**src/hdl/ccs_pkg.sv**
```systemverilog
`default_nettype none

package ccs_pkg;

   localparam logic [1:0] MODE_NORMAL = 2'd0;
   localparam logic [1:0] MODE_STRING = 2'd1;
   localparam logic [1:0] MODE_LINE   = 2'd2;
   localparam logic [1:0] MODE_BLOCK  = 2'd3;

   localparam logic [7:0] CH_QUOTE   = 8'h22;
   localparam logic [7:0] CH_SLASH   = 8'h2F;
   localparam logic [7:0] CH_STAR    = 8'h2A;
   localparam logic [7:0] CH_NEWLINE = 8'h0A;

   typedef struct packed {
      logic [7:0] data_byte;
      logic       end_of_stream;
   } req_type;

   typedef struct packed {
      logic [7:0] out_byte;
      logic       byte_valid;
      logic       last_result;
   } rsp_type;

   typedef struct packed {
      logic [1:0] count;
      rsp_type    first;
      rsp_type    second;
   } push_type;

endpackage

`default_nettype wire

```
**src/hdl/ccs_req_if.sv**
```systemverilog
`default_nettype none

interface ccs_req_if;
   logic       valid;
   logic       ready;
   logic [7:0] data_byte;
   logic       end_of_stream;

   modport source (output valid, output data_byte, output end_of_stream, input ready);
   modport sink (input valid, input data_byte, input end_of_stream, output ready);
endinterface

`default_nettype wire

```
**src/hdl/ccs_rsp_if.sv**
```systemverilog
`default_nettype none

interface ccs_rsp_if;
   logic       valid;
   logic       ready;
   logic [7:0] out_byte;
   logic       byte_valid;
   logic       last_result;

   modport source (output valid, output out_byte, output byte_valid, output last_result,
                   input ready);
   modport sink (input valid, input out_byte, input byte_valid, input last_result,
                 output ready);
endinterface

`default_nettype wire

```
**src/hdl/c_comment_stripper.sv**
```systemverilog
// C comment stripper.
// The req_ch channel carries one source byte per transaction, with
// end_of_stream set on the final byte of a text. The rsp_ch channel carries
// the bytes that remain once comments are removed; a bare end marker
// (byte_valid low) closes a text whose final byte produced nothing, and
// last_result is set on the final transaction of every text.
// A byte is scanned in the cycle it is accepted and its results enter a
// buffer of OutDepth entries, from which rsp_ch is driven. The block
// accepts one byte per cycle as long as the buffer has room for two
// results. A byte that yields two results always follows a held slash
// that yielded none, so with OutDepth of at least 4 a receiver that takes
// one result per cycle never stalls req_ch.
// When the receiver stalls, the buffer fills and req_ch.ready drops until
// room for two results opens again.
// Reset empties the buffer and returns the scanner to normal text with no
// slash held. End of stream also returns the scanner to that state.
`default_nettype none

module c_comment_stripper #(
   parameter int OutDepth = 4
) (
   input  wire logic  clock,
   input  wire logic  reset,
   ccs_req_if.sink    req_ch,
   ccs_rsp_if.source  rsp_ch
);
   import ccs_pkg::*;

   req_type  req;
   push_type push;
   rsp_type  rsp;
   logic     space_ok;
   logic     accept;

   assign req.data_byte     = req_ch.data_byte;
   assign req.end_of_stream = req_ch.end_of_stream;
   assign req_ch.ready      = space_ok;
   assign accept            = req_ch.valid && space_ok;

   ccs_scan u_scan (
      .clock  (clock),
      .reset  (reset),
      .accept (accept),
      .req    (req),
      .push   (push)
   );

   ccs_out_fifo #(
      .Depth (OutDepth)
   ) u_out_fifo (
      .clock     (clock),
      .reset     (reset),
      .push      (push),
      .space_ok  (space_ok),
      .out_valid (rsp_ch.valid),
      .out_ready (rsp_ch.ready),
      .out_data  (rsp)
   );

   assign rsp_ch.out_byte    = rsp.out_byte;
   assign rsp_ch.byte_valid  = rsp.byte_valid;
   assign rsp_ch.last_result = rsp.last_result;

endmodule

`default_nettype wire

```
**src/hdl/ccs_scan.sv**
```systemverilog
`default_nettype none

module ccs_scan (
   input  wire logic              clock,
   input  wire logic              reset,
   input  wire logic              accept,
   input  wire ccs_pkg::req_type  req,
   output ccs_pkg::push_type      push
);
   import ccs_pkg::*;

   logic [1:0] mode_ff;
   logic [1:0] mode_in;
   logic       pend_ff;
   logic       pend_in;
   logic       star_ff;
   logic       star_in;

   logic [7:0] b;
   logic [1:0] cnt;
   logic [7:0] byte0;
   logic [7:0] byte1;
   logic       valid0;

   assign b = req.data_byte;

   always_comb begin
      mode_in = mode_ff;
      pend_in = pend_ff;
      star_in = star_ff;
      cnt     = 2'd0;
      byte0   = b;
      byte1   = b;
      valid0  = 1'b1;

      case (mode_ff)
         MODE_STRING: begin
            if (b == CH_QUOTE) begin
               mode_in = MODE_NORMAL;
            end
            byte0 = b;
            cnt   = 2'd1;
         end
         MODE_LINE: begin
            if (b == CH_NEWLINE) begin
               mode_in = MODE_NORMAL;
               byte0   = b;
               cnt     = 2'd1;
            end
         end
         MODE_BLOCK: begin
            if (b == CH_SLASH && star_ff) begin
               mode_in = MODE_NORMAL;
               star_in = 1'b0;
            end else begin
               star_in = (b == CH_STAR);
            end
         end
         default: begin
            if (pend_ff) begin
               pend_in = 1'b0;
               if (b == CH_SLASH) begin
                  mode_in = MODE_LINE;
               end else if (b == CH_STAR) begin
                  mode_in = MODE_BLOCK;
                  star_in = 1'b0;
               end else begin
                  // The held slash goes out first, then the byte as plain text.
                  byte0 = CH_SLASH;
                  byte1 = b;
                  cnt   = 2'd2;
                  if (b == CH_QUOTE) begin
                     mode_in = MODE_STRING;
                  end
               end
            end else if (b == CH_SLASH) begin
               pend_in = 1'b1;
            end else begin
               if (b == CH_QUOTE) begin
                  mode_in = MODE_STRING;
               end
               byte0 = b;
               cnt   = 2'd1;
            end
         end
      endcase

      if (req.end_of_stream) begin
         if (pend_in) begin
            // A slash held here means nothing else was produced by this byte.
            byte0 = CH_SLASH;
            cnt   = 2'd1;
         end
         if (cnt == 2'd0) begin
            byte0  = 8'h00;
            valid0 = 1'b0;
            cnt    = 2'd1;
         end
         mode_in = MODE_NORMAL;
         pend_in = 1'b0;
         star_in = 1'b0;
      end

      push.count              = accept ? cnt : 2'd0;
      push.first.out_byte     = byte0;
      push.first.byte_valid   = valid0;
      push.first.last_result  = req.end_of_stream && (cnt == 2'd1);
      push.second.out_byte    = byte1;
      push.second.byte_valid  = 1'b1;
      push.second.last_result = req.end_of_stream;
   end

   always_ff @(posedge clock) begin
      if (reset) begin
         mode_ff <= MODE_NORMAL;
         pend_ff <= 1'b0;
         star_ff <= 1'b0;
      end else if (accept) begin
         mode_ff <= mode_in;
         pend_ff <= pend_in;
         star_ff <= star_in;
      end
   end

   a_eos_clears: assert property (@(posedge clock) disable iff (reset)
      accept && req.end_of_stream |=> mode_ff == MODE_NORMAL && !pend_ff && !star_ff)
      else $error("scanner state not cleared after end of stream");

   a_pend_normal: assert property (@(posedge clock) disable iff (reset)
      pend_ff |-> mode_ff == MODE_NORMAL)
      else $error("slash held outside normal text");

   a_star_block: assert property (@(posedge clock) disable iff (reset)
      star_ff |-> mode_ff == MODE_BLOCK)
      else $error("star flag set outside block comment");

endmodule

`default_nettype wire

```
**src/hdl/ccs_out_fifo.sv**
```systemverilog
`default_nettype none

module ccs_out_fifo #(
   parameter int Depth = 4
) (
   input  wire logic               clock,
   input  wire logic               reset,
   input  wire ccs_pkg::push_type  push,
   output logic                    space_ok,
   output logic                    out_valid,
   input  wire logic               out_ready,
   output ccs_pkg::rsp_type        out_data
);
   import ccs_pkg::*;

   localparam int PtrW = (Depth > 1) ? $clog2(Depth) : 1;
   localparam int CntW = $clog2(Depth + 1);
   localparam logic [PtrW-1:0] LastSlot = PtrW'(Depth - 1);
   localparam logic [CntW-1:0] SpaceLimit = CntW'(Depth - 2);
   localparam logic [CntW-1:0] FullCnt = CntW'(Depth);

   rsp_type mem [Depth];

   logic [PtrW-1:0] wr_ptr_ff;
   logic [PtrW-1:0] wr_ptr_in;
   logic [PtrW-1:0] wr_next;
   logic [PtrW-1:0] rd_ptr_ff;
   logic [PtrW-1:0] rd_ptr_in;
   logic [CntW-1:0] cnt_ff;
   logic [CntW-1:0] cnt_in;
   logic            pop;

   function automatic logic [PtrW-1:0] bump(input logic [PtrW-1:0] p);
      return (p == LastSlot) ? '0 : p + PtrW'(1);
   endfunction

   assign pop       = out_valid && out_ready;
   assign out_valid = (cnt_ff != '0);
   assign out_data  = mem[rd_ptr_ff];
   assign space_ok  = (cnt_ff <= SpaceLimit);
   assign wr_next   = bump(wr_ptr_ff);

   always_comb begin
      case (push.count)
         2'd1:    wr_ptr_in = wr_next;
         2'd2:    wr_ptr_in = bump(wr_next);
         default: wr_ptr_in = wr_ptr_ff;
      endcase
      rd_ptr_in = pop ? bump(rd_ptr_ff) : rd_ptr_ff;
      cnt_in    = cnt_ff + CntW'(push.count) - CntW'(pop);
   end

   always_ff @(posedge clock) begin
      if (push.count != 2'd0) begin
         mem[wr_ptr_ff] <= push.first;
      end
      if (push.count == 2'd2) begin
         mem[wr_next] <= push.second;
      end
   end

   always_ff @(posedge clock) begin
      if (reset) begin
         wr_ptr_ff <= '0;
         rd_ptr_ff <= '0;
         cnt_ff    <= '0;
      end else begin
         wr_ptr_ff <= wr_ptr_in;
         rd_ptr_ff <= rd_ptr_in;
         cnt_ff    <= cnt_in;
      end
   end

   a_no_overflow: assert property (@(posedge clock) disable iff (reset)
      cnt_ff <= FullCnt)
      else $error("result buffer overflow");

   a_push_fits: assert property (@(posedge clock) disable iff (reset)
      push.count != 2'd0 |-> cnt_ff <= SpaceLimit)
      else $error("results pushed without room");

   a_count_tracks: assert property (@(posedge clock) disable iff (reset)
      push.count == 2'd0 && !pop |=> $stable(cnt_ff))
      else $error("result count moved without a push or pop");

endmodule

`default_nettype wire
```
**src/flat_wrapper.sv**
```systemverilog
// flat-port wrapper written by rule: the top's interface ports become plain ports
module c_comment_stripper_flat import ccs_pkg::*;
#(
   parameter int OutDepth = 4
)
  (clock, reset, req_ch_valid, req_ch_data_byte, req_ch_end_of_stream, req_ch_ready, rsp_ch_valid, rsp_ch_out_byte, rsp_ch_byte_valid, rsp_ch_last_result, rsp_ch_ready);
  ccs_req_if req_ch_i ();
  ccs_rsp_if rsp_ch_i ();
  input  wire logic clock;
  input  wire logic reset;
  input wire logic [$bits(req_ch_i.valid)-1:0] req_ch_valid;
  input wire logic [$bits(req_ch_i.data_byte)-1:0] req_ch_data_byte;
  input wire logic [$bits(req_ch_i.end_of_stream)-1:0] req_ch_end_of_stream;
  output wire logic [$bits(req_ch_i.ready)-1:0] req_ch_ready;
  output wire logic [$bits(rsp_ch_i.valid)-1:0] rsp_ch_valid;
  output wire logic [$bits(rsp_ch_i.out_byte)-1:0] rsp_ch_out_byte;
  output wire logic [$bits(rsp_ch_i.byte_valid)-1:0] rsp_ch_byte_valid;
  output wire logic [$bits(rsp_ch_i.last_result)-1:0] rsp_ch_last_result;
  input wire logic [$bits(rsp_ch_i.ready)-1:0] rsp_ch_ready;
  assign req_ch_i.valid = req_ch_valid;
  assign req_ch_i.data_byte = req_ch_data_byte;
  assign req_ch_i.end_of_stream = req_ch_end_of_stream;
  assign req_ch_ready = req_ch_i.ready;
  assign rsp_ch_valid = rsp_ch_i.valid;
  assign rsp_ch_out_byte = rsp_ch_i.out_byte;
  assign rsp_ch_byte_valid = rsp_ch_i.byte_valid;
  assign rsp_ch_last_result = rsp_ch_i.last_result;
  assign rsp_ch_i.ready = rsp_ch_ready;
  c_comment_stripper #(.OutDepth(OutDepth)) u_core (.clock(clock), .reset(reset), .req_ch(req_ch_i), .rsp_ch(rsp_ch_i));
endmodule
```
**config.mk**
```make
export PLATFORM = sky130hd
export DESIGN_NAME = c_comment_stripper_flat
export DESIGN_NICKNAME = d
export VERILOG_FILES = /design/src/hdl/ccs_pkg.sv /design/src/hdl/ccs_req_if.sv /design/src/hdl/ccs_rsp_if.sv /design/src/hdl/c_comment_stripper.sv /design/src/hdl/ccs_scan.sv /design/src/hdl/ccs_out_fifo.sv /design/src/flat_wrapper.sv
export SDC_FILE = /design/constraint.sdc
export NUM_CORES = 1
export LEC_CHECK = 0
export BUFFER_PORTS_ARGS = -buffer_cell sky130_fd_sc_hd__buf_4
export CORE_MARGIN = 2
export CORE_UTILIZATION = 40
export CTS_CLUSTER_DIAMETER = 80
export DETAILED_ROUTE_END_ITERATION = 10
export SLEW_MARGIN = 20
export SYNTH_ARGS = -nofsm -noshare
export SYNTH_HDL_FRONTEND = slang
export SYNTH_SLANG_ARGS = --single-unit
```
**constraint.sdc**
```tcl
create_clock -name clock -period 5 [get_ports clock]
set_input_delay 0.25 -clock clock [delete_from_list [all_inputs] [get_ports clock]]
set_output_delay 0.25 -clock clock [all_outputs]
set_load 0.005 [all_outputs]
```
==> reports/results.ini, run 1 <==
[drt]
routed_via_density = 5.40
final_antenna_net_count = 0
finalWirelength_mm = 6.64
drc_errors = 0
vias = 2203
drt_iter0_markers = 112
routedWlPerCell_um = 16.3
firstDrtPassIters = 4

[logic_synthesis]
synth_seq_cells = 53
ys_types = 54
synth_warnings = 0
syn_inst = 286
ys_seq_area_share_pct = 45.7
syn-num-nets = 316
synth_async_sr_flop_share_pct = 0
avgSynthCellArea_um2 = 10.9
synth_area_mm2 = 0.00311
ys_dominant_reg_cell = edfxtp_1
synth_edf_count = 36

[layout]
drive_gt1_share_pct = 18.0
layout_commonest_cell = edfxtp_1
final_cell_mix = edfxtp_1 (36), nand2_1 (27), nor2_1 (24), buf_4 (24), a21oi_1 (23)
postLayoutCellArea_mm2 = 0.00344
diodes = 0
synthToLayoutAreaGrowth_pct = 10.4
finish.net_count = 335

[setup_path]
crit_top_cell = nand2_1
crit_buf_inv = 1
crit_family = simple AND/OR/NAND/NOR gates
crit_path_cell_trace = inv_1, ha_1, o311ai_4, nand2_1, o21ai_0, nand3_1, ha_1, nand2_1, nand2_1
worstPathMaxFanout = 11
slowest_stage = ha_1
reg2reg_to = u_core.u_out_fifo.mem[3][4]
path_class = reg2reg
rr_startpoint = u_core.u_scan.mode_ff[1]
crit_path_start_kind = flop
end_kind = flop
rr_worst_depth = 9
slowest_delay_ps = 430
cp_data_arrival_time_ps = 2950
r2r_slack_ps = 2000
required_ps = 4950

[timing]
fin_setup_tns_ps = 0
layout_min_cycle_time_ps = 3000
fin_worst_skew_ps = 10.2
hold_viol = 0
fmax_mhz = 333
finalSetupViolations = 0
rsz0062_at_grt = false
drv_slew = 0
period_share_pct = 60.0
slew_headroom_pct = 51.2
worstMarginPinSlew_ps = 731
setup_slack_ps = 2000

[cts]
cts_sinks = 53
htreeDepth = 2
post_cts_resized = 0
clkLatencyLatePin_ps = 310
tritoncts = built
holdBufCountCts = 0
root_buffer = clkbuf_8
path_clk_slew_ps = 90
post_cts.repair.setup_buffers = 0
cts-buffers-inserted = 5
cts_max_path_buffers = 2

[placement]
placed_area_mm2 = 0.00335
dp_hpwl_mm = 5.01
gp_congestion = 0.830
pre_cts_ws_ps = 1710
io_buffer_count = 24

[global_routing]
grt_first_pass_wirelength_mm = 10.9
grt_antenna_before_repair = 0
grt_max_degree = 17
grt_pass1_vias = 2088
grtUsageTotal_pct = 16.7
grt_remaining_overflow = 0

[floorplan]
die-height_um = 92.2
placementRows = 32
coreArea_mm2 = 0.00765
die_width_um = 92.2
ios = 25
dieArea_mm2 = 0.00850
initial_core_util_pct = 40.7

[pwr]
vdd_ir_drop_max_uv = 126
power_density_mw_per_mm2 = 334
p_leak_nw = 1.28

[run]
drv_cap = 0

[min_path]
hp-start = reset
worstHoldEndpoint = u_core.u_out_fifo.cnt_ff[1]
hold_class = in2reg
whs_path_depth = 2

[outcome]
status = finished, final reports clean

per-layer routing:
metal	share of wire [%]	global-route usage [%]	up-vias
met1	48	23.5	1040
met4	1.1	4.85	0
met3	4.9	2.96	8
met5	0	0	-
met2	46	26.6	57
li1	-	-	1098
worst max-delay path by stage:
stage / start / to / slack, ps / cells after the start
3_3_place_gp: req_ch_data_byte[4] / u_core.u_out_fifo.mem[0][1] / 1790 / 10
3_5_place_dp: req_ch_data_byte[4] / u_core.u_out_fifo.mem[3][1] / 1710 / 10
6_report: u_core.u_scan.mode_ff[1] / u_core.u_out_fifo.mem[3][4] / 2000 / 9
2_1_floorplan: req_ch_data_byte[4] / u_core.u_out_fifo.mem[2][1] / 2260 / 10
4_1_cts: u_core.u_scan.mode_ff[1] / u_core.u_out_fifo.mem[3][4] / 2000 / 9
5_1_grt: u_core.u_scan.mode_ff[1] / u_core.u_out_fifo.mem[0][4] / 1680 / 9
cell families (layout without fill, tap and decap cells):
logic type               Yosys count  count (layout)  share of synthesized area (%)
flip-flops                        53              53                           45.7
XOR/XNOR                           4               4                           1.13
AND/OR/NAND/NOR                  100             100                           17.2
adder cells (fa/ha/maj)           17              17                           7.08
buffers and inverters             29              49                           4.22
AO/OA/AOI/OAI                     71              71                           16.8
multiplexers                      12              12                           7.92
Yosys cell counts, types with 3 or more instances:
| master | number | area share, % |
|---|---|---|
| a21oi_1 | 23 | 3.7 |
| a31oi_1 | 6 | 1.2 |
| and2_1 | 16 | 3.2 |
| and3_1 | 3 | 0.60 |
| buf_4 | 3 | 0.72 |
| clkbuf_1 | 6 | 0.72 |
| dfxtp_1 | 17 | 11 |
| edfxtp_1 | 36 | 35 |
| ha_1 | 16 | 6.4 |
| inv_1 | 17 | 2.1 |
| mux4_2 | 10 | 7.2 |
| nand2_1 | 27 | 3.3 |
| nand2b_1 | 4 | 0.80 |
| nor2_1 | 24 | 2.9 |
| nor2b_1 | 7 | 1.4 |
| nor3_1 | 3 | 0.48 |
| o21ai_0 | 7 | 1.1 |
| o22a_1 | 5 | 1.4 |
| o22ai_1 | 8 | 1.6 |
| o2bb2ai_1 | 4 | 1.1 |
| o31ai_2 | 4 | 1.6 |
final cells by class:
class | instances | area (µm²)
fill | 725 | 4210
multi-input combinational | 204 | 1560
sequential | 53 | 1420
timing repair buffer | 24 | 180
tap | 102 | 128
clock buffer | 6 | 72.6
inverter | 17 | 63.8
clock inverter | 2 | 11.3
registers in the layout, indices dropped and copies added, names as in the netlist, named ones only:
register	count
u_core.u_out_fifo.cnt_ff	3
u_core.u_scan.star_ff	1
u_core.u_out_fifo.wr_ptr_ff	2
u_core.u_out_fifo.rd_ptr_ff	2
u_core.u_scan.mode_ff	2
u_core.u_out_fifo.mem	40
u_core.u_scan.pend_ff	1
where the power goes:
part	total (mW)	internal [mW]	switching, mW
Clock	0.239	0.0975	0.141
Sequential	0.572	0.528	0.0449
Combinational	0.336	0.184	0.151
Total	1.15	0.809	0.338
metrics by stage:
stage	util, %	instances	power (mW)	hold slack (ps)
floorplan	-	286	0.802	447
global placement	43.8	400	0.921	461
detailed placement	43.8	400	0.925	473
CTS	44.9	408	1.16	195
global route	44.9	408	1.22	211
finish	44.9	408	1.15	202
No activity file was read; power rests on OpenSTA's default activity.
==> run 2: changes to the inputs <==
--- a/config.mk
+++ b/config.mk
@@ -5,6 +5,7 @@
 export SDC_FILE = /design/constraint.sdc
 export NUM_CORES = 1
 export LEC_CHECK = 0
+export ABC_AREA = 1
 export BUFFER_PORTS_ARGS = -buffer_cell sky130_fd_sc_hd__buf_4
 export CORE_MARGIN = 2
 export CORE_UTILIZATION = 40
==> constraint.sdc (replaced) <==
create_clock -name clock -period 3 [get_ports clock]
set_input_delay 0.15 -clock clock [delete_from_list [all_inputs] [get_ports clock]]
set_output_delay 0.15 -clock clock [all_outputs]
set_load 0.005 [all_outputs]
==> reports/results.ini, run 2 <==
[cts]
tritoncts = built
cts_sinks = 53  ; unchanged
post_cts.repair.setup_buffers = 0  ; unchanged
path_clk_slew_ps = 90  ; about the same
post_cts_resized = 0  ; unchanged
cts-buffers-inserted = 5  ; unchanged
htreeDepth = 2  ; unchanged
clkLatencyLatePin_ps = 300  ; about the same
holdBufCountCts = 0  ; unchanged
root_buffer = clkbuf_8
cts_max_path_buffers = 2  ; unchanged

[logic_synthesis]
ys_dominant_reg_cell = edfxtp_1
synth_commonest_cells = nand2_1 (114), nor2_1 (52), nand3_1 (47)
synth_async_sr_flop_share_pct = 0  ; unchanged
synth_top_cell_area_share_pct = 33.6  ; -1.1 points
avgSynthCellArea_um2 = 7.75  ; -29%
synth.most_common_cell = nand2_1
synth_top_cell_by_area = edfxtp_1
synth_seq_cells = 53  ; unchanged
syn_inst = 415  ; +45%
synth_area_mm2 = 0.00322  ; +3.4%
ys_types = 28  ; -48%
synthTopCellsByArea = edfxtp_1 (34%), nand2_1 (13%), dfxtp_1 (11%)
syn-num-nets = 445  ; +41%
ys_seq_area_share_pct = 44.2  ; -1.5 points
synth_edf_count = 36  ; unchanged
synth_warnings = 0  ; unchanged

[min_path]
whs_path_depth = 2  ; unchanged
hold_class = in2reg
hp-start = reset
worstHoldEndpoint = u_core.u_out_fifo.cnt_ff[1]

[layout]
fill_cells = 791  ; +9.1%
final_cell_mix = nand2_1 (113), nor2_1 (52), nand3_1 (47)
regMostFlops = u_core.u_out_fifo.mem
fin_util_pct = 47.0  ; +2.1 points
top_regs = u_core.u_out_fifo.mem (40), u_core.u_out_fifo.cnt_ff (3)
diodes = 0  ; unchanged
finalNonFillerCells = 550  ; +35%
finish.net_count = 477  ; +42%
synthToLayoutAreaGrowth_pct = 13.4
layout_commonest_cell = nand2_1
drive_gt1_share_pct = 13.4  ; -4.6 points
largest_reg_flops = 40  ; unchanged

[timing]
worstMarginPinSlew_ps = 611  ; -121 ps
hold_viol = 0  ; unchanged
fmax_mhz = 377  ; +13%
finalSetupViolations = 0  ; unchanged
fin_worst_skew_ps = 6.16  ; -4.04 ps
fin_setup_tns_ps = 0  ; unchanged
rsz0062_at_grt = false
layout_min_cycle_time_ps = 2650  ; -352 ps
drv_slew = 0  ; unchanged
period_share_pct = 88.4  ; +28 points
setup_slack_ps = 349  ; -1650 ps
slew_headroom_pct = 59.2  ; +8.0 points

[setup_path]
rr_worst_depth = 12  ; +3
reg2reg_to = u_core.u_out_fifo.mem[0][9]
slowest_delay_ps = 460  ; +30 ps
cp_data_arrival_time_ps = 2590  ; -360 ps
slowest_stage = nand2_1
rr_startpoint = u_core.u_scan.mode_ff[1]
crit_path_start_kind = flop
r2r_slack_ps = 350  ; -1650 ps
crit_buf_inv = 4  ; +3
path_class = reg2reg
end_kind = flop
crit_family = simple AND/OR/NAND/NOR gates
worstPathMaxFanout = 10  ; -1
crit_path_cell_trace = inv_1, ha_1, nand2_1, inv_2, nand3_2, nor2_1, nor3_1, inv_1, ha_1, inv_1, nand2_1, nand2_1
required_ps = 2940  ; -2010 ps

[drt]
vias = 2768  ; +26%
firstDrtPassIters = 4  ; unchanged
routed_via_density = 5.03  ; -6.8%
finalWirelength_mm = 7.81  ; +18%
drc_errors = 0  ; unchanged
routedWlPerCell_um = 14.2  ; -13%
final_antenna_net_count = 0  ; unchanged
drt_iter0_markers = 157  ; +40%

[placement]
io_buffer_count = 24  ; unchanged
pre_cts_ws_ps = 329  ; -1380 ps
dp_hpwl_mm = 5.69  ; +14%
dp.cells = 542  ; +36%
gp_congestion = 0.893  ; +7.5%

[outcome]
status = finished, final reports clean

[global_routing]
grt_use_met3_pct = 2.49  ; -0.47 points
grt_antenna_before_repair = 0  ; unchanged
grtUsageTotal_pct = 18.8  ; +2.1 points
grt_first_pass_wirelength_mm = 12.8  ; +17%
grt_pass1_vias = 2681  ; +28%
grt_busiest_layer = met2
grt_max_degree = 33  ; +16
met1_usage_pct = 24.2  ; +0.70 points
grt_remaining_overflow = 0  ; unchanged
grt_use_met2_pct = 32.0  ; +5.4 points

[floorplan]
ios = 25  ; unchanged
placementRows = 32  ; unchanged
coreArea_mm2 = 0.00777  ; +1.6%
die_width_um = 93.7  ; +1.6%
dieArea_mm2 = 0.00878  ; +3.3%
initial_core_util_pct = 41.4  ; +0.74 points
die-height_um = 93.7  ; +1.6%

[run]
drv_cap = 0  ; unchanged

[pwr]
vdd_ir_drop_max_uv = 327  ; +160%
p_leak_nw = 1.72  ; +34%
power_density_mw_per_mm2 = 711  ; +110%
total_power_mw = 2.60  ; +130%

## run 2: cell types whose count changed after synthesis, sizes merged, moves of 10 or more
cell,previous run,this run
nand2,27,122
nand3,2,48
nor2,24,56
inv,17,45
o21ai,9,30
and2,16,1
a21oi,23,9
mux4,10,0
## run 2: final cells by class
type                       instances  area [µm²]  area share, %
multi-input combinational        305        1560           42.8
sequential                        53        1420           38.9
timing repair buffer              33         248           6.79
inverter                          49         184           5.04
tap                              102         128           3.50
clock buffer                       6        72.6           1.99
clock inverter                     2        33.8          0.926
## run 2: through the flow
stage	cell area (µm²)	hold WS [ps]
global route	3650	24.5
finish	3650	26.2
CTS	3650	23.3
floorplan	3220	217
detailed placement	3540	352
global placement	3540	347
## run 2: cells by family (layout without fill, tap and decap cells)
group | count (synthesis) | in the layout | synth area share, %
compound gates | 57 | 57 | 10.1
xor+xnor | 3 | 3 | 0.817
fa+ha+maj | 17 | 17 | 6.84
buf+inv | 57 | 90 | 7.35
flops | 53 | 53 | 44.2
simple gates | 228 | 228 | 30.7
## run 2: how the worst max path moves through the flow
stage | depth (start not counted) | start | slack [ps] | end
2_1_floorplan | 15 | u_core.u_scan.mode_ff[1] | 470 | u_core.u_out_fifo.mem[3][1]
3_3_place_gp | 12 | u_core.u_scan.mode_ff[1] | 430 | u_core.u_out_fifo.mem[2][6]
3_5_place_dp | 13 | u_core.u_scan.mode_ff[1] | 330 | u_core.u_out_fifo.mem[0][1]
4_1_cts | 13 | u_core.u_scan.mode_ff[1] | 320 | u_core.u_out_fifo.mem[2][1]
5_1_grt | 13 | u_core.u_scan.mode_ff[1] | 70 | u_core.u_out_fifo.mem[0][1]
6_report | 12 | u_core.u_scan.mode_ff[1] | 350 | u_core.u_out_fifo.mem[0][9]
## run 2: per-layer routing
layer / vias up / routed length (µm)
li1: 1425 / -
met1: 1271 / 3600
met2: 63 / 3770
met3: 9 / 318
met4: 0 / 116
met5: - / 0
## run 2: where the power goes
part / total [mW] / switching, mW / internal (mW)
clock: 0.476 / 0.230 / 0.247
combinational: 1.07 / 0.650 / 0.421
sequential: 1.05 / 0.0824 / 0.966
==> run 3: changes to the inputs <==
--- a/config.mk
+++ b/config.mk
@@ -5,12 +5,12 @@
 export SDC_FILE = /design/constraint.sdc
 export NUM_CORES = 1
 export LEC_CHECK = 0
-export ABC_AREA = 1
 export BUFFER_PORTS_ARGS = -buffer_cell sky130_fd_sc_hd__buf_4
 export CORE_MARGIN = 2
 export CORE_UTILIZATION = 40
 export CTS_CLUSTER_DIAMETER = 80
 export DETAILED_ROUTE_END_ITERATION = 10
+export GPL_TIMING_DRIVEN = 0
 export SLEW_MARGIN = 20
 export SYNTH_ARGS = -nofsm -noshare
 export SYNTH_HDL_FRONTEND = slang
==> reports/results.ini, run 3 (synthesis gave the netlist of run 1 again) <==
[outcome]
status = finished, final reports clean

[placement]
dp.cells = 411  ; -24%
dp_hpwl_mm = 5.16  ; -9.4%
io_buffer_count = 23  ; -4.2%
placed_area_mm2 = 0.00341  ; -3.6%
gp_congestion = 0.866  ; -3.0%

[timing]
fmax_mhz = 364  ; -3.6%
rsz0062_at_grt = false
period_share_pct = 91.7  ; +3.3 points
hold_viol = 0  ; unchanged
layout_min_cycle_time_ps = 2750  ; +99.7 ps
worstMarginPinSlew_ps = 906  ; +295 ps
finalSetupViolations = 0  ; unchanged
drv_slew = 0  ; unchanged
fin_worst_skew_ps = 7.05  ; +0.883 ps
fin_setup_tns_ps = 0  ; unchanged
slew_headroom_pct = 39.6  ; -20 points

[cts]
path_clk_slew_ps = 100  ; about the same
post_cts.repair.setup_buffers = 0  ; unchanged
cts_max_path_buffers = 2  ; unchanged
cts_sinks = 53  ; unchanged
tritoncts = built
root_buffer = clkbuf_8
cts-buffers-inserted = 5  ; unchanged
holdBufCountCts = 0  ; unchanged
clkLatencyLatePin_ps = 310  ; about the same
htreeDepth = 2  ; unchanged

[pwr]
p_int_mw = 1.44  ; -12%
power.switching_mw = 0.593  ; -38%
power_density_mw_per_mm2 = 572  ; -20%
swShare_pct = 29.1  ; -8.0 points
pwr-share-seq_pct = 45.2  ; +4.8 points
pwr-share-comb_pct = 30.2  ; -11 points
total_power_mw = 2.04  ; -22%
vdd_ir_drop_max_uv = 258  ; -21%
p_leak_nw = 1.34  ; -22%
p_clk_share_pct = 24.7  ; +6.3 points

[layout]
finalNonFillerCells = 419  ; -24%
layout_commonest_cell = edfxtp_1
top_regs = u_core.u_out_fifo.mem (40), u_core.u_out_fifo.cnt_ff (3)
drive_gt1_share_pct = 21.8  ; +8.4 points
largest_reg_flops = 40  ; unchanged
fill_cells = 727  ; -8.1%
synthToLayoutAreaGrowth_pct = 14.4
postLayoutCellArea_mm2 = 0.00356  ; -2.5%
multi_input_area_mm2 = 0.00159  ; +2.0%
seq_area_mm2 = 0.00142  ; unchanged
finish.net_count = 346  ; -27%
final_cell_mix = edfxtp_1 (36), buf_4 (26), nor2_1 (24)
fin_util_pct = 46.5  ; -0.44 points
regMostFlops = u_core.u_out_fifo.mem
diodes = 0  ; unchanged

[setup_path]
end_kind = flop
crit_family = simple AND/OR/NAND/NOR gates
path_class = reg2reg
cp_data_arrival_time_ps = 2810  ; +220 ps
slowest_delay_ps = 410  ; -50 ps
crit_buf_inv = 3  ; -1
crit_path_start_kind = flop
crit_path_cell_trace = inv_1, ha_1, clkbuf_8, o311ai_4, nand2_1, o21ai_0, nand3_1, ha_1, buf_4, and2_1, a21oi_1, nor2_1
slowest_stage = dfxtp_1
worstPathMaxFanout = 10  ; unchanged
crit_top_cell = ha_1
required_ps = 3060  ; +120 ps

[drt]
vias = 2288  ; -17%
drc_errors = 0  ; unchanged
routed_via_density = 5.46  ; +8.5%
finalWirelength_mm = 6.91  ; -11%
routedWlPerCell_um = 16.5  ; +16%
final_antenna_net_count = 0  ; unchanged
drt_iter0_markers = 94  ; -40%
firstDrtPassIters = 4  ; unchanged

[global_routing]
grt_first_pass_wirelength_mm = 11.3  ; -12%
grt_remaining_overflow = 0  ; unchanged
grt_antenna_before_repair = 0  ; unchanged
grt_max_degree = 18  ; -45%
grtUsageTotal_pct = 17.1  ; -1.7 points
grt_pass1_vias = 2328  ; -13%

[floorplan]
die_width_um = 92.2  ; -1.6%
dieArea_mm2 = 0.00850  ; -3.2%
placementRows = 32  ; unchanged
coreArea_mm2 = 0.00765  ; -1.5%
ios = 25  ; unchanged
initial_core_util_pct = 40.7  ; -0.74 points
die-height_um = 92.2  ; -1.6%

[min_path]
hold_class = in2reg

[run]
drv_cap = 0  ; unchanged

-- run 3: cell types whose count changed in the layout (fill, tap and decap cells not counted), sizes merged, moves of 7 or more --
cell	previous run	this run
nand2	122	27
o22ai	15	8
nor2b	0	7
and2	1	16
inv	45	18
a21oi	9	23
o21ai	30	9
nor2	56	24
nand3	48	2
mux4	0	10
-- run 3: final cells by class --
class,count,share of cell area [%]
clock buffer,5,1.93
buffer,12,1.90
timing repair buffer,23,4.85
clock inverter,3,1.23
sequential,53,39.9
inverter,17,1.79
tap,102,3.59
multi-input combinational,204,44.8
-- run 3: repair_timing --
item / in CTS / in global routing
pin swaps: 0 / 1
resized for setup: 4 / 7
endpoints found under the setup margin: 17 / 44
-- run 3: final timing paths --
kind | start | to | slack [ps] | cells past startpoint
worst max-delay path | u_core.u_scan.mode_ff[0] | u_core.u_out_fifo.mem[3][5] | 250 | 12
worst min-delay path | reset | u_core.u_scan.mode_ff[1] | 160 | 3
worst max register to register | u_core.u_scan.mode_ff[0] | u_core.u_out_fifo.mem[3][5] | 250 | 12
worst min register to register | u_core.u_out_fifo.mem[2][1] | u_core.u_out_fifo.mem[2][1] | 490 | 1
-- run 3: power groups by stage --
stage | clock [mW] | sequential, mW | combinational, mW
finish | 0.502 | 0.920 | 0.614
global route | 0.535 | 0.931 | 0.685
CTS | 0.513 | 0.921 | 0.622
detailed placement | 0 | 0.937 | 0.615
global placement | 0 | 0.935 | 0.605
floorplan | 0 | 0.925 | 0.412
-- run 3: through the flow --
step	hold WS, ps	setup slack (ps)
global placement	464	-385
detailed placement	468	-446
global route	168	9.43
floorplan	347	362
CTS	157	68.8
finish	160	250
-- run 3: worst register-to-register path, cell delays in order (launching register included) --
cell	delay (ps)
dfxtp_1	410
inv_1	80
ha_1	230
clkbuf_8	170
o311ai_4	110
nand2_1	230
o21ai_0	150
nand3_1	140
ha_1	230
buf_4	170
and2_1	160
a21oi_1	310
nor2_1	110
-- run 3: routing by layer --
metal  track usage (%)  wire length [µm]  up-vias
met4              3.48                53        0
met5                 0                 0        -
li1                  -                 -     1120
met1              22.1              3020     1111
met3              2.22               320        7
met2              30.6              3520       50
